$ cat config.mk
export PLATFORM = sky130hd
export DESIGN_NAME = fanout_subscriber_queues
export DESIGN_NICKNAME = d
export VERILOG_FILES = /design/src/design/fsq_pkg.sv /design/src/design/fsq_ctrl.sv /design/src/design/fsq_dpath.sv /design/src/design/fanout_subscriber_queues.sv
export SDC_FILE = /design/constraint.sdc
export NUM_CORES = 2
export LEC_CHECK = 0
export ABC_AREA = 1
export BUFFER_PORTS_ARGS = -buffer_cell sky130_fd_sc_hd__buf_2
export CAP_MARGIN = 20
export CORE_MARGIN = 2
export CORE_UTILIZATION = 38
export DETAILED_ROUTE_END_ITERATION = 10
export PLACE_DENSITY = 0.63
export SKIP_LAST_GASP = 1
export SYNTH_ARGS = -nofsm -noshare
export SYNTH_HDL_FRONTEND = slang
export SYNTH_MEMORY_MAX_BITS = 65536
export SYNTH_SLANG_ARGS = --single-unit
$ cat constraint.sdc
create_clock -name clk -period 5.6 [get_ports clk]
set_clock_uncertainty 0.15 [all_clocks]
set_input_delay 1.68 -clock clk [delete_from_list [all_inputs] [get_ports clk]]
set_output_delay 1.68 -clock clk [all_outputs]
set_load 0.02 [all_outputs]
$ cat src/design/fsq_pkg.sv
// ----------------------------------------------------------------------------
// fsq_pkg
// Shared types, codes and defaults for the subscriber queue fan-out block.
// ----------------------------------------------------------------------------
package fsq_pkg;

    localparam int MAX_SUBSCRIBERS_DEF = 8;
    localparam int QUEUE_DEPTH_DEF     = 16;

    localparam logic FUNC_PUBLISH = 1'b0;
    localparam logic FUNC_GET     = 1'b1;

    typedef enum logic [2:0] {
        ST_MESSAGE    = 3'd0,
        ST_SUBSCRIBED = 3'd1,
        ST_EMPTY      = 3'd2,
        ST_FULL_TABLE = 3'd3,
        ST_PUBLISHED  = 3'd4,
        ST_PUB_DROPS  = 3'd5
    } status_t;

    typedef struct packed {
        logic               func;
        logic signed [31:0] value;
        logic signed [31:0] subscriber;
    } req_item_t;

    typedef struct packed {
        logic signed [31:0] data;
        status_t            status;
    } rsp_item_t;

    typedef enum logic [1:0] {
        S_IDLE,
        S_SCAN,
        S_EMIT
    } state_t;

    typedef struct packed {
        logic    start;
        logic    eval_en;
        logic    scan_stop;
        logic    status_load;
        status_t status;
        logic    out_load;
    } ctrl_cmd_t;

    typedef struct packed {
        logic ev_valid;
        logic is_get;
        logic match;
        logic fill_zero;
        logic ev_last;
        logic free_avail;
        logic drop_any;
        logic out_free;
    } dp_status_t;

endpackage

$ cat src/design/fsq_ctrl.sv
// ----------------------------------------------------------------------------
// fsq_ctrl
// Sequencer that runs the table scan for one beat and picks its status.
// ----------------------------------------------------------------------------
module fsq_ctrl
    import fsq_pkg::*;
(
    input  logic       clk,
    input  logic       rst_n,
    input  logic       req_valid,
    output logic       req_stall,
    input  dp_status_t st,
    output ctrl_cmd_t  cmd
);

    state_t state_reg;
    state_t state_next;

    always_ff @(posedge clk or negedge rst_n)
    begin
        if (!rst_n)
        begin
            state_reg <= S_IDLE;
        end
        else
        begin
            state_reg <= state_next;
        end
    end

    always_comb
    begin
        state_next      = state_reg;
        cmd             = '0;
        cmd.status      = ST_PUBLISHED;
        req_stall       = 1'b1;
        unique case (state_reg)
            S_IDLE:
            begin
                req_stall = 1'b0;
                if (req_valid)
                begin
                    cmd.start  = 1'b1;
                    state_next = S_SCAN;
                end
            end
            S_SCAN:
            begin
                cmd.eval_en = 1'b1;
                if (st.ev_valid)
                begin
                    if (st.is_get && st.match)
                    begin
                        cmd.status_load = 1'b1;
                        cmd.scan_stop   = 1'b1;
                        cmd.status      = st.fill_zero ? ST_EMPTY : ST_MESSAGE;
                        state_next      = S_EMIT;
                    end
                    else if (st.ev_last)
                    begin
                        cmd.status_load = 1'b1;
                        if (st.is_get)
                        begin
                            cmd.status = st.free_avail ? ST_SUBSCRIBED : ST_FULL_TABLE;
                        end
                        else
                        begin
                            cmd.status = st.drop_any ? ST_PUB_DROPS : ST_PUBLISHED;
                        end
                        state_next = S_EMIT;
                    end
                end
            end
            S_EMIT:
            begin
                if (st.out_free)
                begin
                    cmd.out_load = 1'b1;
                    state_next   = S_IDLE;
                end
            end
            default:
            begin
                state_next = S_IDLE;
            end
        endcase
    end

endmodule

$ cat src/design/fsq_dpath.sv
// ----------------------------------------------------------------------------
// fsq_dpath
// Subscriber table, queue memory, scan pipeline and result register.
// ----------------------------------------------------------------------------
module fsq_dpath
    import fsq_pkg::*;
#(
    parameter int MAX_SUBSCRIBERS = MAX_SUBSCRIBERS_DEF,
    parameter int QUEUE_DEPTH     = QUEUE_DEPTH_DEF
)
(
    input  logic       clk,
    input  logic       rst_n,
    input  req_item_t  req,
    output rsp_item_t  rsp,
    output logic       rsp_valid,
    input  logic       rsp_stall,
    input  ctrl_cmd_t  cmd,
    output dp_status_t st
);

    localparam int IDX_W     = (MAX_SUBSCRIBERS > 1) ? $clog2(MAX_SUBSCRIBERS) : 1;
    localparam int HEAD_W    = $clog2(QUEUE_DEPTH);
    localparam int FILL_W    = $clog2(QUEUE_DEPTH + 1);
    localparam int SUM_W     = HEAD_W + 1;
    localparam int MEM_DEPTH = MAX_SUBSCRIBERS * QUEUE_DEPTH;
    localparam int ADDR_W    = $clog2(MEM_DEPTH);

    localparam logic [IDX_W-1:0]  LAST_IDX  = IDX_W'(MAX_SUBSCRIBERS - 1);
    localparam logic [FILL_W-1:0] FILL_FULL = FILL_W'(QUEUE_DEPTH);
    localparam logic [SUM_W-1:0]  DEPTH_SUM = SUM_W'(QUEUE_DEPTH);

    logic [MAX_SUBSCRIBERS-1:0] entry_valid_reg;
    logic [31:0]                entry_key_reg  [MAX_SUBSCRIBERS];
    logic [HEAD_W-1:0]          head_reg       [MAX_SUBSCRIBERS];
    logic [FILL_W-1:0]          fill_reg       [MAX_SUBSCRIBERS];
    logic [31:0]                queue_mem      [MEM_DEPTH];

    logic              func_reg;
    logic [31:0]       value_reg;
    logic [31:0]       key_reg;

    logic              rd_busy_reg;
    logic [IDX_W-1:0]  rd_idx_reg;
    logic              ev_valid_reg;
    logic [IDX_W-1:0]  ev_idx_reg;
    logic              q_valid_reg;
    logic [31:0]       q_key_reg;
    logic [HEAD_W-1:0] q_head_reg;
    logic [FILL_W-1:0] q_fill_reg;

    logic              free_found_reg;
    logic [IDX_W-1:0]  free_idx_reg;
    logic              drop_reg;

    logic [31:0]       mem_rd_reg;
    status_t           res_status_reg;
    logic              out_valid_reg;
    logic [31:0]       out_data_reg;
    status_t           out_status_reg;

    logic              eval_fire;
    logic              match;
    logic              q_full;
    logic              free_avail;
    logic              do_push;
    logic              do_pop;
    logic              do_sub;
    logic [IDX_W-1:0]  sub_idx;
    logic [SUM_W-1:0]  push_sum;
    logic [SUM_W-1:0]  push_wrap;
    logic [SUM_W-1:0]  head_inc;
    logic [HEAD_W-1:0] head_next;
    logic [ADDR_W-1:0] base_addr;
    logic [ADDR_W-1:0] push_addr;
    logic [ADDR_W-1:0] pop_addr;

    assign eval_fire  = cmd.eval_en && ev_valid_reg;
    assign match      = q_valid_reg && (q_key_reg == key_reg);
    assign q_full     = (q_fill_reg == FILL_FULL);
    assign free_avail = free_found_reg || !q_valid_reg;
    assign sub_idx    = free_found_reg ? free_idx_reg : ev_idx_reg;

    assign do_push = eval_fire && (func_reg == FUNC_PUBLISH) && q_valid_reg && !q_full;
    assign do_pop  = eval_fire && (func_reg == FUNC_GET) && match
                     && (q_fill_reg != '0);
    assign do_sub  = eval_fire && (func_reg == FUNC_GET) && !match
                     && (ev_idx_reg == LAST_IDX) && free_avail;

    // The write slot is head plus fill, which stays below twice the depth.
    assign push_sum  = SUM_W'(q_head_reg) + SUM_W'(q_fill_reg);
    assign push_wrap = (push_sum >= DEPTH_SUM) ? (push_sum - DEPTH_SUM) : push_sum;
    assign head_inc  = SUM_W'(q_head_reg) + SUM_W'(1);
    assign head_next = (head_inc == DEPTH_SUM) ? '0 : head_inc[HEAD_W-1:0];

    assign base_addr = ADDR_W'(ev_idx_reg) * ADDR_W'(QUEUE_DEPTH);
    assign push_addr = base_addr + ADDR_W'(push_wrap[HEAD_W-1:0]);
    assign pop_addr  = base_addr + ADDR_W'(q_head_reg);

    always_ff @(posedge clk or negedge rst_n)
    begin
        if (!rst_n)
        begin
            entry_valid_reg <= '0;
            rd_busy_reg     <= 1'b0;
            rd_idx_reg      <= '0;
            ev_valid_reg    <= 1'b0;
            free_found_reg  <= 1'b0;
            drop_reg        <= 1'b0;
            out_valid_reg   <= 1'b0;
        end
        else
        begin
            if (cmd.start)
            begin
                rd_busy_reg    <= 1'b1;
                rd_idx_reg     <= '0;
                ev_valid_reg   <= 1'b0;
                free_found_reg <= 1'b0;
                drop_reg       <= 1'b0;
            end
            else
            begin
                ev_valid_reg <= rd_busy_reg && !cmd.scan_stop;
                if (cmd.scan_stop)
                begin
                    rd_busy_reg <= 1'b0;
                end
                else if (rd_busy_reg)
                begin
                    rd_idx_reg <= rd_idx_reg + IDX_W'(1);
                    if (rd_idx_reg == LAST_IDX)
                    begin
                        rd_busy_reg <= 1'b0;
                    end
                end
                if (eval_fire && !q_valid_reg)
                begin
                    free_found_reg <= 1'b1;
                end
                if (eval_fire && (func_reg == FUNC_PUBLISH) && q_valid_reg && q_full)
                begin
                    drop_reg <= 1'b1;
                end
            end
            if (do_sub)
            begin
                entry_valid_reg[sub_idx] <= 1'b1;
            end
            if (cmd.out_load)
            begin
                out_valid_reg <= 1'b1;
            end
            else if (!rsp_stall)
            begin
                out_valid_reg <= 1'b0;
            end
        end
    end

    always_ff @(posedge clk)
    begin
        if (cmd.start)
        begin
            func_reg  <= req.func;
            value_reg <= req.value;
            key_reg   <= req.subscriber;
        end
        if (rd_busy_reg)
        begin
            ev_idx_reg  <= rd_idx_reg;
            q_valid_reg <= entry_valid_reg[rd_idx_reg];
            q_key_reg   <= entry_key_reg[rd_idx_reg];
            q_head_reg  <= head_reg[rd_idx_reg];
            q_fill_reg  <= fill_reg[rd_idx_reg];
        end
        if (eval_fire && !q_valid_reg && !free_found_reg)
        begin
            free_idx_reg <= ev_idx_reg;
        end
        if (do_push)
        begin
            fill_reg[ev_idx_reg] <= q_fill_reg + FILL_W'(1);
        end
        if (do_pop)
        begin
            head_reg[ev_idx_reg] <= head_next;
            fill_reg[ev_idx_reg] <= q_fill_reg - FILL_W'(1);
        end
        if (do_sub)
        begin
            entry_key_reg[sub_idx] <= key_reg;
            head_reg[sub_idx]      <= '0;
            fill_reg[sub_idx]      <= '0;
        end
        if (cmd.status_load)
        begin
            res_status_reg <= cmd.status;
        end
        if (cmd.out_load)
        begin
            out_status_reg <= res_status_reg;
            out_data_reg   <= (res_status_reg == ST_MESSAGE) ? mem_rd_reg : '0;
        end
    end

    always_ff @(posedge clk)
    begin
        if (do_push)
        begin
            queue_mem[push_addr] <= value_reg;
        end
        if (do_pop)
        begin
            mem_rd_reg <= queue_mem[pop_addr];
        end
    end

    assign st.ev_valid   = ev_valid_reg;
    assign st.is_get     = (func_reg == FUNC_GET);
    assign st.match      = match;
    assign st.fill_zero  = (q_fill_reg == '0);
    assign st.ev_last    = (ev_idx_reg == LAST_IDX);
    assign st.free_avail = free_avail;
    assign st.drop_any   = drop_reg || (q_valid_reg && q_full);
    assign st.out_free   = !out_valid_reg || !rsp_stall;

    assign rsp_valid   = out_valid_reg;
    assign rsp.data    = out_data_reg;
    assign rsp.status  = out_status_reg;

endmodule

$ cat src/design/fanout_subscriber_queues.sv
// ----------------------------------------------------------------------------
// fanout_subscriber_queues
// One topic fanned out into a bounded FIFO queue per subscriber.
// ----------------------------------------------------------------------------
// A request beat on req carries either a publish, whose value is appended to
// the queue of every subscriber that has room, or a get, which pops the head
// of the named subscriber's queue or subscribes an unknown key. Every request
// beat yields exactly one response beat on rsp with a data word and a status.
// The block scans the subscriber table one slot per cycle through a
// registered read; a get that matches the key in a slot stops the scan
// there, and a get with an unknown key scans the whole table like a publish.
// The queue memory has one write and one read port; a publish writes one
// entry per scanned subscriber whose queue is not full. One request is
// worked on at a time, and req_stall is high from accept until the response
// is loaded into the output register. A stalled response holds in that
// register while the block goes back to accepting the next request. Reset
// empties the subscriber table and clears both channels; no clearing pass
// over the memories is needed.
// ----------------------------------------------------------------------------
module fanout_subscriber_queues
    import fsq_pkg::*;
#(
    parameter int MAX_SUBSCRIBERS = MAX_SUBSCRIBERS_DEF,
    parameter int QUEUE_DEPTH     = QUEUE_DEPTH_DEF
)
(
    input  logic      clk,
    input  logic      rst_n,
    input  logic      req_valid,
    output logic      req_stall,
    input  req_item_t req,
    output logic      rsp_valid,
    input  logic      rsp_stall,
    output rsp_item_t rsp
);

    ctrl_cmd_t  cmd;
    dp_status_t st;

    fsq_ctrl u_ctrl (
        .clk       (clk),
        .rst_n     (rst_n),
        .req_valid (req_valid),
        .req_stall (req_stall),
        .st        (st),
        .cmd       (cmd)
    );

    fsq_dpath #(
        .MAX_SUBSCRIBERS (MAX_SUBSCRIBERS),
        .QUEUE_DEPTH     (QUEUE_DEPTH)
    ) u_dpath (
        .clk       (clk),
        .rst_n     (rst_n),
        .req       (req),
        .rsp       (rsp),
        .rsp_valid (rsp_valid),
        .rsp_stall (rsp_stall),
        .cmd       (cmd),
        .st        (st)
    );

endmodule

==> results.json <==
{
  "outcome": "complete, no violations",
  "grt_usage_pct": 21.6,
  "synthAdderAreaFrac_pct": 0.0840,
  "cts_setup_buffers": 0,
  "first_iter_violations": 16700,
  "r2r_start": "u_dpath.q_head_reg[1]",
  "worstPathRequired_ns": 6.15,
  "placed_cells": 20000,
  "period_minus_slack_ns": 4.73,
  "grt_max_degree": 196,
  "num-fill-cells": 42500,
  "cts_hold_buf": 0,
  "final_cell_mix": "edfxtp_1, nor2_1, nand2_1",
  "dieArea_mm2": 0.484,
  "place_hpwl_mm": 292,
  "layout_commonest_cell": "edfxtp_1",
  "grt_pass1_wl_mm": 774,
  "initial_core_util_pct": 38.2,
  "crit_start": "u_dpath.q_head_reg[1]",
  "rsz0062_at_grt": "no",
  "worstMarginPinSlew_ns": 1.21,
  "clkTransAtPathRegs_ns": 0.06,
  "layout.cells.non_filler": 20800,
  "hold_viol": 0,
  "die_y_um": 696,
  "vias": 117000,
  "critPathMaxFanout": 16,
  "p_leak_uw": 0.0666,
  "synth_mux_area_share_pct": 0.0881,
  "clockRootBuffer": "clkbuf_16",
  "synthCells": 14100,
  "setup_ws_ns": 0.869,
  "irDropWorstVdd_mv": 0.619,
  "critPathLaunchType": "register",
  "synth_fp_nets": 14200,
  "synth_top_family_by_area": "simple AND/OR/NAND/NOR gates",
  "num_rows": 253,
  "hold_start": "u_dpath.entry_valid_reg[1]",
  "hp-class": "register to register",
  "detail-route-antenna-nets": 0,
  "core_area_mm2": 0.475,
  "firstDrtPassIters": 6,
  "drc": 0,
  "yosysSeqAreaShare_pct": 76.4,
  "max_cap_violations": 0,
  "clk_path_buf_depth": 4,
  "synth.cell_area_mm2": 0.182,
  "drive_gt1_share_pct": 9.02,
  "power.density_mw_per_mm2": 521,
  "viasPerCell": 5.61,
  "area_delta_synth_final_pct": 13.3,
  "io_pins": 106,
  "yosysWarnings": 0,
  "routedWlPerCell_um": 26.0,
  "ys_types": 41,
  "cts_buffers": 446,
  "wirelength_mm": 541,
  "layout.nets": 14100,
  "syn_area_per_cell_um2": 12.9,
  "slew_viol_final": 0,
  "gp_routability_congestion": 0.870,
  "largest_reg_flops": 4096,
  "cts_sinks": 4625,
  "worstSetupPathType": "register to register",
  "fmax_mhz": 211,
  "grt_pass1_vias": 109000,
  "overflow": 0,
  "relSlewSlack_pct": 19.7,
  "clk_latency_ns": 1.04,
  "synthXorXnorAreaFrac_pct": 0.0482,
  "htreeDepth": 5,
  "arrival_ns": 5.28,
  "post_cts_resized": 0,
  "cts_tree": "yes",
  "die_x_um": 696,
  "synth_compound_area_share_pct": 10.0,
  "io_buffers": 105,
  "antenna_found_initial": 25,
  "synth_seq_cells": 4625,
  "timing.final.crit_share_pct": 84.5,
  "dp_slack_ns": 1.05,
  "synth-simple-area-share_pct": 10.9,
  "setup_viol": 0,
  "fin_tns_setup_ns": 0,
  "worst_setup_path_end_kind": "register"
}
-- per-stage QoR --
step	instance area [um^2]	hold WS (ns)	total power, uW	utilization (%)
floorplan	182000	0.267	62300	-
global placement	191000	0.291	76600	40.2
detailed placement	191000	0.296	76900	40.2
CTS	206000	0.311	107000	43.3
global route	206000	0.323	111000	43.3
finish	206000	0.308	107000	43.3
-- worst max-delay path, cell delays in order (launching register included) --
cell      delay, ns
edfxtp_1       0.52
ha_1           0.35
nand2_1        0.07
nor2_1         0.04
a211oi_1       0.26
or2_2          0.17
nand2_1        0.24
buf_4          0.26
nor2_1         0.78
nand2_1        0.42
buf_4          0.35
nor2_4         0.49
buf_4          0.30
-- path summary, 6_finish.rpt --
check / to / slack [ns] / cells past startpoint
max reg2reg: u_dpath.queue_mem[12][9] / 0.87 / 12
min reg2reg: u_dpath.entry_valid_reg[1] / 0.31 / 2
max: u_dpath.queue_mem[12][9] / 0.87 / 12
min in group asynchronous: u_dpath.entry_valid_reg[3] / 0.49 / 1
min: u_dpath.entry_valid_reg[1] / 0.31 / 2
max in group asynchronous: u_dpath.rd_idx_reg[1] / 4.40 / 1
-- layer usage --
layer,track usage [%],part of all wire (%),vias up
met4,8.44,4.4,6
met5,0,0.0074,-
li1,-,-,51400
met3,3.72,9.9,936
met1,29.6,39,58300
met2,34.5,46,6270
-- where the power goes --
| part | leakage [uW] | internal [uW] | total [uW] | switching [uW] |
|---|---|---|---|---|
| combinational | 0.0178 | 8840 | 36400 | 27600 |
| clock | 0.00709 | 17200 | 30500 | 13300 |
| sequential | 0.0417 | 40000 | 40400 | 410 |
| total | 0.0666 | 66000 | 107000 | 41300 |
-- cell type report --
class	count	area [um^2]	share of cell area [%]
Sequential cell	4625	139000	67.4
Inverter	153	613	0.298
Antenna cell	12	30.0	0.0146
Timing Repair Buffer	473	4420	2.15
Multi-Input combinational cell	8363	39500	19.2
Clock inverter	291	3060	1.49
Tap cell	6375	7980	3.87
Clock buffer	536	11600	5.62
-- cells by family (layout without fill, tap and decap cells) --
family	after synthesis	count (layout)
compound gates	3291	3291
xor+xnor	10	10
fa+ha+maj	11	11
buf+inv	1089	1453
flops	4625	4625
mux	16	16
other cells	0	12
simple gates	5035	5035
-- synthesized netlist by cell type, drive strengths merged --
cell / count / area (um^2)
a211oi: 25 / 188
a21boi: 1 / 7.51
a21o: 1 / 7.51
a21oi: 476 / 2380
a31oi: 42 / 263
buf: 409 / 2070
clkbuf: 527 / 1980
clkinv: 5 / 18.8
dfrtp: 18 / 450
edfxtp: 4607 / 138000
fa: 2 / 40.0
ha: 9 / 113
inv: 148 / 556
mux2i: 16 / 160
nand2: 2062 / 7740
nand3: 420 / 2100
nand3b: 3 / 22.5
nand4: 15 / 93.8
nor2: 2338 / 8780
nor3: 163 / 816
nor3b: 1 / 7.51
nor4: 1 / 6.26
o2111ai: 17 / 149
o211ai: 180 / 1350
o21ai: 1832 / 9170
o21bai: 1 / 11.3
o221ai: 58 / 508
o22ai: 650 / 4070
o311ai: 1 / 8.76
o31a: 7 / 61.3
or2: 31 / 194
or3: 1 / 6.26
xnor2: 8 / 70.1
xor2: 2 / 17.5
Note: power is estimated with default switching activity, not from simulation.
